`config.mk`:
```
export PLATFORM = sky130hd
export DESIGN_NAME = gasc_div
export DESIGN_NICKNAME = d
export VERILOG_FILES = /design/src/gasc_div.sv
export SDC_FILE = /design/constraint.sdc
export NUM_CORES = 1
export LEC_CHECK = 0
export BUFFER_PORTS_ARGS = -buffer_cell sky130_fd_sc_hd__buf_2
export CORE_MARGIN = 2
export CORE_UTILIZATION = 34
export CTS_CLUSTER_DIAMETER = 60
export DETAILED_ROUTE_END_ITERATION = 8
export PLACE_DENSITY = 0.6
export REMOVE_ABC_BUFFERS = 1
export SLEW_MARGIN = 10
export SYNTH_ARGS = -nofsm -noshare
export SYNTH_HDL_FRONTEND = slang
export SYNTH_SLANG_ARGS = --single-unit
```
`constraint.sdc`:
```
create_clock -name clk -period 4.03 [get_ports clk]
set_input_delay 0.806 -clock clk [delete_from_list [all_inputs] [get_ports clk]]
set_output_delay 0.806 -clock clk [all_outputs]
set_load 0.02 [all_outputs]
```
`src/gasc_div.sv`:
```
// Iterative restoring divider: slot number by grid width, one quotient bit a cycle.
module gasc_div #(
	parameter int W = 10
) (
	input  logic         clk,
	input  logic         arst_n,
	input  logic         start,
	input  logic [W-1:0] dividend,
	input  logic [6:0]   divisor,
	output logic         done,
	output logic [W-1:0] quot,
	output logic [6:0]   rem
);

	localparam int CNTW = $clog2(W + 1);

	logic [CNTW-1:0] cnt_q;
	logic            run_q;
	logic            done_q;
	logic [W-1:0]    quot_q;
	logic [6:0]      rem_q;
	logic [7:0]      trial;
	logic            qbit;
	logic [7:0]      diff;

	// one restoring step
	always_comb begin
		trial = {rem_q, quot_q[W-1]};
		qbit  = (trial >= {1'b0, divisor});
		diff  = trial - {1'b0, divisor};
	end

	// control
	always_ff @(posedge clk or negedge arst_n) begin
		if (!arst_n) begin
			run_q  <= 1'b0;
			done_q <= 1'b0;
			cnt_q  <= '0;
		end else begin
			done_q <= 1'b0;
			if (start) begin
				run_q <= 1'b1;
				cnt_q <= CNTW'(W);
			end else if (run_q) begin
				cnt_q <= cnt_q - 1'b1;
				if (cnt_q == CNTW'(1)) begin
					run_q  <= 1'b0;
					done_q <= 1'b1;
				end
			end
		end
	end

	// datapath
	always_ff @(posedge clk) begin
		if (start) begin
			quot_q <= dividend;
			rem_q  <= '0;
		end else if (run_q) begin
			quot_q <= W'({quot_q, qbit});
			rem_q  <= qbit ? diff[6:0] : trial[6:0];
		end
	end

	assign done = done_q;
	assign quot = quot_q;
	assign rem  = rem_q;

endmodule

```
==> Word-level counts from Yosys, hierarchy flattened <==
Cells that the tools add are included.
{ "word_totals": {"reg_bits": 23} }
{ "classes": {"addsub": 2, "n_lt_le_gt_ge": 1, "eq_ne": 1, "n_mux": 11, "reduce_logical": 1} }
{ "ops": {"columns": ["cell", "count"], "rows": [
  ["2-to-1 mux 10 bit", 2],
  [">= comparator 8 x 7 -> 1 bit", 1],
  ["2-to-1 mux 4 bit", 2],
  ["2-to-1 mux 7 bit", 1],
  ["subtractor 7 bit", 1],
  ["2-to-1 mux 1 bit", 6],
  ["equality test 4 x 1 -> 1 bit (second input constant)", 1],
  ["subtractor 4 x 1 -> 4 bit (second input constant)", 1],
  ["nonzero test 2 bit", 1]
]} }

==> Logic depth before layout (Yosys ltp) <==
{ "depth": {"ltp_word": 4, "ltp_mapped": 7, "depth_no_buf": 7} }

==> Least setup slack after synthesis <==
Ideal clock, no wire load.
{ "synth_path": {"path_kind": "input to register", "start": "in divisor[0]", "end": "reg rem_q[0] (netlist: rem[0])", "setup_ns": 0.060, "arrival_ns": 2.350, "t_required_ns": 3.970, "slack_ns": 1.620, "cell_stages": 6, "path_cell_list": "ha_1 -> fa_1 -> nand2b_2 -> a211o_4 -> a311oi_2 -> a311o_1"} }
{ "synth_via": {"elab_chain_len": 2, "elab_cells_between_ends": 3} }
{ "synth_lines": {"columns": ["item", "line_no", "rtl"], "rows": [
  ["start, declared", "9", "input logic [6:0] divisor,"],
  ["subtractor 7 bit / >= comparator 8 x 7 -> 1 bit (equally long branches)", "30, 29", null],
  ["2-to-1 mux 7 bit *", "61", "rem_q <= qbit ? diff[6:0] : trial[6:0];"],
  ["end signal, assigned", "61", null],
  ["end, declared", "21", "logic [6:0] rem_q;"]
]} }
Mark *: on every way between the ends. The rest lies on a longest branch, timed or not.
A chain may end at the register's enable or synchronous reset.

==> Final worst setup path <==
Ends and elaborated chain as after synthesis.

==> results.txt <==
----------------------------------------------------
[STA]
  Maximum frequency from static timing analysis ... 0.422 GHz
  Setup repair after global routing missed its margin ... no
  Tmin final ... 2.37 ns
  Setup violations, final ... 0
  Worst-Margin Slew ... between 0.6 and 0.7 ns
  Hold slack ... ~0.36 ns
  Final worst path period share ... 58.8%
  Worst rel slew slack ... between 50% and 60%
  Setup tns final ... 0 ns
  Final Slew Violations ... 0
  Clock skew after layout ... 0.00257 ns
  Final-report hold violation count ... 0

[Detailed routing]
  Remaining number of nets flagged by the antenna check after routing ... 0
  Ratio of routed vias to standard cells ... 5.19
  Average wire length per cell after detail routing ... 13.7 um
  Post-detailed-routing wire length ... 3280 um
  Count of vias placed by the detailed router ... around 1,200
  Violation count after the first detailed-route iteration ... 28
  Number of detailed-route iterations in the first pass ... 4
  Number of remaining DRC errors ... 0

[Floorplan]
  IO Pins ... 38
  Core Region ... 4380 um^2
  Die W ... roughly 70 um
  Placement row count ... 24
  Vertical die dimension ... 71.6 um
  Initial core utilization ... 35.4%
  Die Area ... between 5000 and 6000 um^2

[Status]
  Result of the run ... completed

[Final layout]
  Final #Nets ... between 200 and 250
  Register Area ... between 500 and 600 um^2
  Post-Route Utilization ... 41.4%
  Combined area of the multi-input logic cells ... 883 um^2
  Ant. Diodes ... 0
  Layout cells sized above 1 ... 31.6%
  Area grow syn2layout ... 16.9%
  Filler cell count in the final layout ... approximately 430

[CTS]
  Total of cells resized after clock tree synthesis ... 0
  Clock-pin slew on the worst setup and hold paths ... 0.08 ns
  Clock Path Buffers ... 2
  Worst-Skew Late Latency ... 0.26 ns
  CTS sink count ... 23
  Number of H-tree levels ... 1
  TritonCTS clock tree ... yes
  Hold buffers post-CTS ... 0
  CTS root buffer ... sky130_fd_sc_hd__clkbuf_8
  Cts bufs inserted ... 3
  Number of buffers inserted to repair setup after CTS ... 0

[Placed design]
  Post-detailed-placement half-perimeter wirelength ... 2470 um
  Routability congestion estimate ... 0.783
  # port buffers ... 37

[Power]
  Cell internal pwr ... 0.623 mW
  Part of the power in registers ... between 30% and 40%
  Switching Share ... 42.1%
  Power density over the cells ... 593 nW/um^2
  Part of the total power dissipated in the clock network ... 13.1%
  Combinational power share ... between 50 and 60%
  Net switching power ... 0.453 mW
  VDD IR-drop max ... 274 uV
  Pleak ... a little over 0.8 nW

[GRT]
  Antenna violations before repair ... 0
  Number of global-route vias before repair ... ~1,300
  Global-route usage over all layers ... 13.9%
  Largest net degree at the start of global routing ... 32
  First-pass GRT wire length ... about 5700 um
  Remaining Overflow, GRT ... 0

[Yosys]
  Leading cell types by total area after synthesis ... sky130_fd_sc_hd__edfxtp_1 (19%), sky130_fd_sc_hd__dfrtp_1 (9.7%), sky130_fd_sc_hd__dfxtp_1 (9.0%)
  Gate count of the mapped netlist ... 152
  Post-Synthesis Mean Instance Area ... 10.2 um^2
  Number of synthesized flops with an enable pin ... 10
  Post-synthesis sequential area ratio ... 38.1%
  Share of flip-flops with an asynchronous set or reset ... 26.1%
  Synth Cell Area ... approximately 1600 um^2
  Largest area contributor in the netlist ... sky130_fd_sc_hd__edfxtp_1
  Cell variety after synth ... between 50 and 60
  Most common flop cell mapped by yosys ... sky130_fd_sc_hd__edfxtp_1
  Top-area cell type share of the netlist area ... 19.4%
  Total number of yosys warnings ... 0
  Synth Register Bits ... 23

[Worst setup path]
  Kind of capture point of the worst setup path ... flip-flop
  Category of the worst setup path launch point ... input pin
  Max Fanout on Critical Path ... 4
  Critical path arrival ... 2.52 ns
  Crit path required time ... around 4.2 ns
  Kind of critical path ... in -> reg

[Job]
  Maximum Capacitance Violations ... 0

[Min path]
  Hold WC Path Type ... in -> async

----------------------------------------------------
## cell usage after synthesis, types with 2 or more instances
cell,n
sky130_fd_sc_hd__o21ai_1,2
sky130_fd_sc_hd__o311ai_1,2
sky130_fd_sc_hd__nor3_1,4
sky130_fd_sc_hd__nor2b_1,4
sky130_fd_sc_hd__nand2_1,9
sky130_fd_sc_hd__nand2b_2,2
sky130_fd_sc_hd__o31ai_1,4
sky130_fd_sc_hd__or2_1,3
sky130_fd_sc_hd__ha_1,9
sky130_fd_sc_hd__a211oi_2,2
sky130_fd_sc_hd__nor2_1,11
sky130_fd_sc_hd__xnor2_1,4
sky130_fd_sc_hd__mux2_1,3
sky130_fd_sc_hd__buf_2,2
sky130_fd_sc_hd__nand3_1,2
sky130_fd_sc_hd__inv_1,12
sky130_fd_sc_hd__nor3b_1,7
sky130_fd_sc_hd__dfrtp_1,6
sky130_fd_sc_hd__dfxtp_1,7
sky130_fd_sc_hd__o21a_1,2
sky130_fd_sc_hd__a211oi_1,2
sky130_fd_sc_hd__o21ai_0,3
sky130_fd_sc_hd__nand2b_1,3
sky130_fd_sc_hd__edfxtp_1,10
sky130_fd_sc_hd__buf_1,2
sky130_fd_sc_hd__a41oi_1,4
sky130_fd_sc_hd__mux2_2,7
## through the flow
| step | setup WS, ns | cells | cell area, um^2 | total power, mW |
|---|---|---|---|---|
| 6_report | 1.66 | 239 | 1810 | 1.08 |
| 5_1_grt | 1.56 | 239 | 1810 | 1.17 |
| 4_1_cts | 1.68 | 239 | 1810 | 1.09 |
| 3_3_place_gp | 1.44 | 235 | 1770 | 0.938 |
| 2_1_floorplan | 1.62 | 146 | 1520 | 0.783 |
| 3_5_place_dp | 1.39 | 235 | 1770 | 0.938 |
## cell type report
cell class / instances / share of cell area, %
Sequential cell: 23 / 32.6
Clock buffer: 4 / 2.48
Timing Repair Buffer: 37 / 10.2
Tap cell: 52 / 3.59
Inverter: 12 / 2.48
Multi-Input combinational cell: 111 / 48.7
## flip-flops by register name, indices dropped and copies added (netlist names)
signal	count
cnt_q	4
done	1
quot	10
rem	7
run_q	1
## placed cells by master (no fill, tap or decap), types with 6 or more instances in the layout
master and count:
sky130_fd_sc_hd__mux2_2 7, sky130_fd_sc_hd__dfrtp_1 6, sky130_fd_sc_hd__edfxtp_1 10, sky130_fd_sc_hd__inv_1 12, sky130_fd_sc_hd__buf_2 37, sky130_fd_sc_hd__nand2_1 9, sky130_fd_sc_hd__ha_1 9, sky130_fd_sc_hd__nor2_1 11
sky130_fd_sc_hd__nor3b_1 7, sky130_fd_sc_hd__dfxtp_1 7
## power by group through the flow
stage                     clock network, mW  registers, mW  logic [mW]
after floorplan                           0          0.409       0.374
after global placement                    0          0.361       0.577
after CTS                             0.148          0.357       0.582
final                                 0.141          0.355       0.580
after global routing                  0.153          0.366       0.650
after detailed placement                  0          0.361       0.577
## cell families after synthesis
group                    Yosys count  synth area share, %
XOR/XNOR                           5                 2.82
flip-flops                        23                 38.1
AND/OR/NAND/NOR                   54                 20.4
multiplexers                      10                 7.26
buffers and inverters             18                 5.00
adder cells (fa/ha/maj)           10                 8.55
AO/OA/AOI/OAI                     32                 17.9
## metal layers
| metal | track usage [%] | up-vias | part of all wire (%) |
|---|---|---|---|
| li1 | - | 630 | - |
| met1 | 19.8 | 572 | 49 |
| met2 | 21.9 | 36 | 45 |
| met3 | 2.53 | 2 | 5.1 |
| met4 | 3.77 | 0 | 0.52 |
| met5 | 0 | - | 0 |
## final timing paths
kind,cells after the start,slack [ns],start,endpoint
worst max-delay path,7,1.66,divisor[0],rem[0]
worst min-delay path,1,0.36,arst_n,cnt_q[3]
worst max register to register,7,1.88,quot[9],rem[0]
worst min register to register,2,0.54,rem[0],rem[1]
max in group asynchronous,1,3.53,arst_n,run_q
min in group clk,2,0.54,rem[0],rem[1]
## critical path: stages
cell and delay [ns]:
sky130_fd_sc_hd__buf_2 0.10, sky130_fd_sc_hd__ha_1 0.21, sky130_fd_sc_hd__fa_1 0.41, sky130_fd_sc_hd__nand2b_2 0.24
sky130_fd_sc_hd__a211oi_2 0.30, sky130_fd_sc_hd__nor3_1 0.13, sky130_fd_sc_hd__a311o_1 0.32
Note: power is estimated with default switching activity, not from simulation.
