$ cat src/gasc_ram.sv
// Generic single-port-write, single-port-read RAM with registered read data.
module gasc_ram #(
	parameter int WIDTH = 8,
	parameter int DEPTH = 16
) (
	input  logic                             clk,
	input  logic                             we,
	input  logic [(DEPTH>1?$clog2(DEPTH):1)-1:0] waddr,
	input  logic [WIDTH-1:0]                 wdata,
	input  logic                             re,
	input  logic [(DEPTH>1?$clog2(DEPTH):1)-1:0] raddr,
	output logic [WIDTH-1:0]                 rdata
);

	logic [WIDTH-1:0] mem [DEPTH];

	// write port
	always_ff @(posedge clk) begin
		if (we) begin
			mem[waddr] <= wdata;
		end
	end

	// registered read port
	always_ff @(posedge clk) begin
		if (re) begin
			rdata <= mem[raddr];
		end
	end

endmodule

$ cat config.mk
export PLATFORM = sky130hd
export DESIGN_NAME = gasc_ram
export DESIGN_NICKNAME = d
export VERILOG_FILES = /design/src/gasc_ram.sv
export SDC_FILE = /design/constraint.sdc
export NUM_CORES = 1
export LEC_CHECK = 0
export ABC_AREA = 1
export BUFFER_PORTS_ARGS = -buffer_cell sky130_fd_sc_hd__buf_2
export CAP_MARGIN = 20
export CORE_MARGIN = 2
export CORE_UTILIZATION = 40
export DETAILED_ROUTE_END_ITERATION = 12
export HOLD_SLACK_MARGIN = 0.05
export PLACE_DENSITY = 0.58
export SLEW_MARGIN = 40
export SYNTH_ARGS = -nofsm -noshare
export SYNTH_HDL_FRONTEND = slang
export SYNTH_SLANG_ARGS = --single-unit
$ cat constraint.sdc
create_clock -name clk -period 1.8 [get_ports clk]
set_clock_uncertainty 0.1 [all_clocks]
set_input_delay 0.54 -clock clk [delete_from_list [all_inputs] [get_ports clk]]
set_output_delay 0.54 -clock clk [all_outputs]
set_load 0.1 [all_outputs]
Word level (Yosys, flattened, before mapping)
Memory sizes are Yosys's and may differ from the RTL's. A register that Yosys moved wholly into a read port is not among the register bits.
Index checks and enable logic that the tools add are counted.

cells by class
  muxes and demuxes = 2

operators by type and width
  kind    number
  $mux 1  2

word-level totals
  bits in writable memories = 128
  memories = 1
  register bits = 0
  input bits = 19
  output and inout bits = 8

memory list
  memory  depth  width  rd ports  clocked after memory_dff  wr ports  line  source
  mem     16     8      1         1                         1         15    logic [WIDTH-1:0] mem [DEPTH];

Logic depth before layout (Yosys ltp)
Gate-level depths: netlist of the first run.

  word-level depth = 2
  gate-level depth with buffers = 8
  depth with buffers taken out = 7

Worst setup path before layout of the first run
No wires, ideal clock.

  path kind = input-to-reg
  start point = input port waddr[2] in the netlist's numbering
  end point = memory mem[10][0], enable pin
  buffers on the path = 0
  arrival time = 1.121 ns
  path slack = 0.209 ns
  stages = 2
  path through = nand3b_1 nor2_1

RTL lines
  what             line  source
  start, declared  8     input logic [(DEPTH>1?$clog2(DEPTH):1)-1:0] waddr,
  end, declared    15

No word-level cell before the write port.

Worst setup path in the final report of the first run
  start point = register rdata[5] (read register of mem)
  end point = output port rdata[5]

RTL lines
  what             line  source
  start, declared  12    output logic [WIDTH-1:0] rdata

No word-level cell between the ends.

==> results of run 1 <==
[how the worst max path moves through the flow]
stage,startpoint,end,slack [ps]
after floorplan,waddr[2],mem[10][0]$_DFFE_PP_,210
after global placement,raddr[1],rdata[0]$_DFFE_PP_,-60
after detailed placement,raddr[1],rdata[0]$_DFFE_PP_,-70
after CTS,rdata[5]$_DFFE_PP_,rdata[5],50
after global routing,rdata[5]$_DFFE_PP_,rdata[5],30
final,rdata[5]$_DFFE_PP_,rdata[5],80
[report_power, final]
group	internal, mW	total [mW]	switching [mW]	leakage (nW)
clock	2.42	3.61	1.19	0.303
combinational	0.145	0.556	0.411	1.45
sequential	3.57	3.59	0.0212	1.24
total	6.14	7.76	1.62	2.99
[flip-flops by register name, indices dropped and copies added (netlist names)]
signal	flops
rdata	8
mem	128
[Yosys cell counts]
master / number
nand2_1: 173
edfxtp_1: 136
inv_1: 100
nand3_1: 97
nor2_1: 17
buf_2: 13
buf_6: 6
buf_4: 4
inv_2: 2
nand3b_1: 2
buf_1: 1
[final cells by class]
class,instances,area [um2]
Fill cell,1313,7520
Sequential cell,136,4080
Multi-Input combinational cell,289,1210
Clock buffer,19,433
Timing Repair Buffer,52,383
Inverter,102,383
Tap cell,184,230
Clock inverter,12,181
[cell families after synthesis]
logic type / after synthesis / share of synthesized area
and+or+nand+nor: 289 / 0.208
buffers and inverters: 126 / 0.0939
DFF: 136 / 0.698
[per-layer routing]
metal / up-vias / global-route usage / routed length, um
li1: 1869 / - / -
met1: 1774 / 0.236 / 5940
met2: 95 / 0.277 / 6190
met3: 8 / 0.0430 / 746
met4: 0 / 0.0431 / 101
met5: - / 0 / 0
[placed cells by master (no fill, tap or decap)]
cell type,count
buf_12,3
buf_2,18
buf_4,31
bufinv_16,5
clkbuf_1,2
clkbuf_16,17
clkinv_1,3
clkinv_2,4
edfxtp_1,136
inv_1,100
inv_2,2
nand2_1,173
nand3_1,97
nand3b_1,2
nor2_1,17
[stage by stage]
stage	util	power (mW)
6_report	0.479	7.76
5_1_grt	0.479	8.00
4_1_cts	0.479	7.82
3_5_place_dp	0.435	4.21
3_3_place_gp	0.435	4.20
2_1_floorplan	-	4.01
[what timing repair did]
item / in CTS / in global routing
endpoints found under the setup margin: 8 / 0
hold endpoints to repair: 0 / 0
setup buffers: 0 / 0
gates resized for setup: 8 / 0
==> results.ini, run 1 <==
[outcome]
outcome = finished, final reports clean

[synth]
synth_warnings = 0
syn_inst = 551
avgSynthCellArea_um2 = 10.6
ys_seq_area_frac = 0.698
syn_nets = 570
synth_top_area_share = 0.698
synth.area.top_cells = edfxtp_1 70%, nand2_1 11%, nand3_1 8.3%, inv_1 6.4%, buf_6 1.2%
synth_seq_cells = 136
synth_cell_types = 11
syn-cell-area_um2 = 5850
yosys.area.top_type = edfxtp_1

[global_routing]
gr-total-overflow = 0
grt.total_usage = 0.172
first_global_vias = 3535
antenna_found_initial = 0
grt_pass1_wl_mm = 20.1
grt_max_degree = 40

[hold_path]
hp-class = input port to register
hp-start = re
min_to = rdata[2]$_DFFE_PP_
min_delay_path_depth = 1

[critical_path]
critPathMaxStageDelay_ps = 370
cp.arrival_ps = 1080
critical_path.max_fanout = 1
cp-start-kind = register
crit_family = flip-flops
path_cells = buf_4
rr_worst_depth = 6
worst-path-buf-inv = 1
slowest_stage = edfxtp_1
worstReg2RegStart = mem[4][0]$_DFFE_PP_
cp.depth = 1
cp-end-kind = output port
reg2reg_setup_slack_ps = 570
worst-setup-path-type = register to output port
critPathRequiredTime_ps = 1160
timing.rr.end = rdata[0]$_DFFE_PP_

[drt]
wl_per_cell_um = 16.3
ant_nets = 0
drc_errors = 0
drtPass1Iterations = 5
viasPerCell = 4.72
via_count = 3746
wirelength_mm = 13.0
drtIter0Drc = 279

[finish]
finish.instance_area_um2 = 6910
layoutNonFillerInstCount = 794
final_nets = 617
antenna_cells = 0
layout-drive-gt1-share = 0.131
syn_to_final_growth_pct = 18.1

[clocking]
cts.sinks = 136
postCtsHoldBufs = 0
clkTransAtPathRegs_ps = 50
cts_buffer_depth = 2
worstSkewPairLatency_ps = 410
cts_buffers = 17
root_buffer = clkbuf_16
htreeDepth = 4
cts_tree = built

[place]
place_ws_ps = -67.2
place_hpwl_mm = 8.21
dp.cells = 763
gp_congestion = 0.798
placed_area_um2 = 6270
portBuffers = 26

[power_and_ir_drop]
power-per-cell-area_nw_per_um2 = 1120
p_leak_nw = 2.99
vdd_drop_max_uv = 590

[timing]
slew_headroom = 0.613
setup_ws_ps = 77.1
worst_slew_pin_slew_ps = 580
setup_viol = 0
whs_ps = 405
rsz0062_at_grt = false
drv_slew = 0
finalSetupTns_ps = 0
clock.fmax_mhz = 580
final-hold-violation-count = 0
layout_min_cycle_time_ps = 1720
post-route-period-util = 0.957

[floorplanning]
initial_core_util = 0.405
ios = 27
die_w_um = 125
core_area_um2 = 14400
die-height_um = 125
die_area_um2 = 15600
rows = 44

[run]
drv_cap = 0

(Power assumes the default switching activity.)
==> run 2: changes to the inputs <==
--- a/config.mk
+++ b/config.mk
@@ -8,3 +8,3 @@
 export ABC_AREA = 1
-export BUFFER_PORTS_ARGS = -buffer_cell sky130_fd_sc_hd__buf_2
+export BUFFER_PORTS_ARGS = -buffer_cell sky130_fd_sc_hd__buf_4
 export CAP_MARGIN = 20
==> constraint.sdc (replaced) <==
create_clock -name clk -period 1.8 [get_ports clk]
set_clock_uncertainty 0.1 [all_clocks]
set_input_delay 0.45 -clock clk [delete_from_list [all_inputs] [get_ports clk]]
set_output_delay 0.45 -clock clk [all_outputs]
set_load 0.1 [all_outputs]
==> run 2 against run 1 <==
Non-clock buffer count down 3; maximum frequency up 4.9%; core utilization is 0.37 points higher; highest routed layer unchanged; power up 1.2%; global-route usage grew 0.71 points; largest cell class unchanged; sequential share of layout area decreased by 0.46 points; combinational power up 2%; clock power is 2% higher; via count up 1.9%; clock-buffer cell count down 2.
==> results.ini, run 2 (same netlist as run 1, synthesis figures left out) <==
[clocking]
cts.sinks = 136
clkTransAtPathRegs_ps = 60
worstSkewPairLatency_ps = 410
root_buffer = clkbuf_16
cts_buffers = 17
postCtsHoldBufs = 0
cts_buffer_depth = 2
cts_tree = built
htreeDepth = 4
cts_resized = 0
cts_setup_buffers = 0

[power_and_ir_drop]
internal-power_mw = 6.16
p_comb_frac = 0.072
finalPower_mw = 7.85
p_leak_nw = 2.99
power-per-cell-area_nw_per_um2 = 1130
pwr-share-seq = 0.457
p_clk_frac = 0.471
p_switching_mw = 1.69
sw_frac_of_total = 0.216
vdd_drop_max_uv = 456

[place]
portBuffers = 26
place_hpwl_mm = 8.12
place_ws_ps = 22.4
gp_congestion = 0.797
placed_area_um2 = 6330

[critical_path]
worst-path-buf-inv = 1
slowest_stage = edfxtp_1
cp-end-kind = output port
path_cells = buf_4
crit_family = flip-flops
critPathRequiredTime_ps = 1250
cp-start-kind = register
worst-setup-path-type = register to output port
critPathMaxStageDelay_ps = 380
critical_path.max_fanout = 1
cp.arrival_ps = 1090

[finish]
finish.instance_area_um2 = 6960
antenna_cells = 0
layout_commonest_cell = nand2_1
largest_reg_flops = 128
layout-drive-gt1-share = 0.132
final_nets = 614
most-common-layout-cells = 173 x nand2_1, 136 x edfxtp_1, 100 x inv_1, 97 x nand3_1, 45 x buf_4
reg_top3 = mem (128), rdata (8)
largest_register = mem
syn_to_final_growth_pct = 19.1

[outcome]
outcome = finished, final reports clean

[global_routing]
gr-total-overflow = 0
first_global_vias = 3707
grt_max_degree = 47
antenna_found_initial = 0
grt.total_usage = 0.179
grt_pass1_wl_mm = 21.0

[floorplanning]
core_area_um2 = 14400
rows = 44
die_area_um2 = 15600
initial_core_util = 0.405
ios = 27
die-height_um = 125
die_w_um = 125

[timing]
setup_ws_ps = 158
worst_slew_pin_slew_ps = 586
post-route-period-util = 0.912
slew_headroom = 0.609
clock.fmax_mhz = 609
final-hold-violation-count = 0
setup_viol = 0
layout_min_cycle_time_ps = 1640
finalSetupTns_ps = 0
rsz0062_at_grt = false
drv_slew = 0

[drt]
wl_per_cell_um = 16.7
ant_nets = 0
viasPerCell = 4.82
drtPass1Iterations = 5
via_count = 3819
drc_errors = 0
drtIter0Drc = 317
wirelength_mm = 13.2

[run]
drv_cap = 0

[hold_path]
hp-class = input port to register

-- run 2: area by class of cell --
cell class,count,area [um2]
Fill cell,1334,7460
Timing Repair Buffer,49,418
Inverter,102,383
Multi-Input combinational cell,289,1210
Clock inverter,15,208
Sequential cell,136,4080
Clock buffer,17,425
Tap cell,184,230
-- run 2: final timing paths --
| path | slack (ps) | end | start | cells past startpoint |
|---|---|---|---|---|
| min | 260 | rdata[6]$_DFFE_PP_ | re | 1 |
| max reg2reg | 560 | rdata[0]$_DFFE_PP_ | mem[5][0]$_DFFE_PP_ | 6 |
| min reg2reg | 650 | rdata[5]$_DFFE_PP_ | mem[12][5]$_DFFE_PP_ | 6 |
| max | 160 | rdata[5] | rdata[5]$_DFFE_PP_ | 1 |
-- run 2: power by group through the flow --
stage | sequential, mW | clock, mW | combinational (mW)
2_1_floorplan | 3.76 | 0 | 0.250
3_3_place_gp | 3.65 | 0 | 0.567
3_5_place_dp | 3.66 | 0 | 0.571
4_1_cts | 3.59 | 3.75 | 0.574
5_1_grt | 3.59 | 3.88 | 0.621
6_report | 3.59 | 3.69 | 0.568
-- run 2: stage by stage --
stage / instances / hold slack (ps) / util
2_1_floorplan: 551 / 449 / -
3_3_place_gp: 760 / 633 / 0.439
3_5_place_dp: 760 / 633 / 0.439
4_1_cts: 792 / 243 / 0.483
5_1_grt: 792 / 248 / 0.483
6_report: 792 / 255 / 0.483
-- run 2: routing by layer --
metal	vias to the layer above	part of all wire	GRT usage	wire (um)
met5	-	0	0	0
met4	0	0.018	0.0595	232
met3	17	0.062	0.0417	827
met2	125	0.46	0.277	6130
met1	1808	0.46	0.252	6060
li1	1869	-	-	-
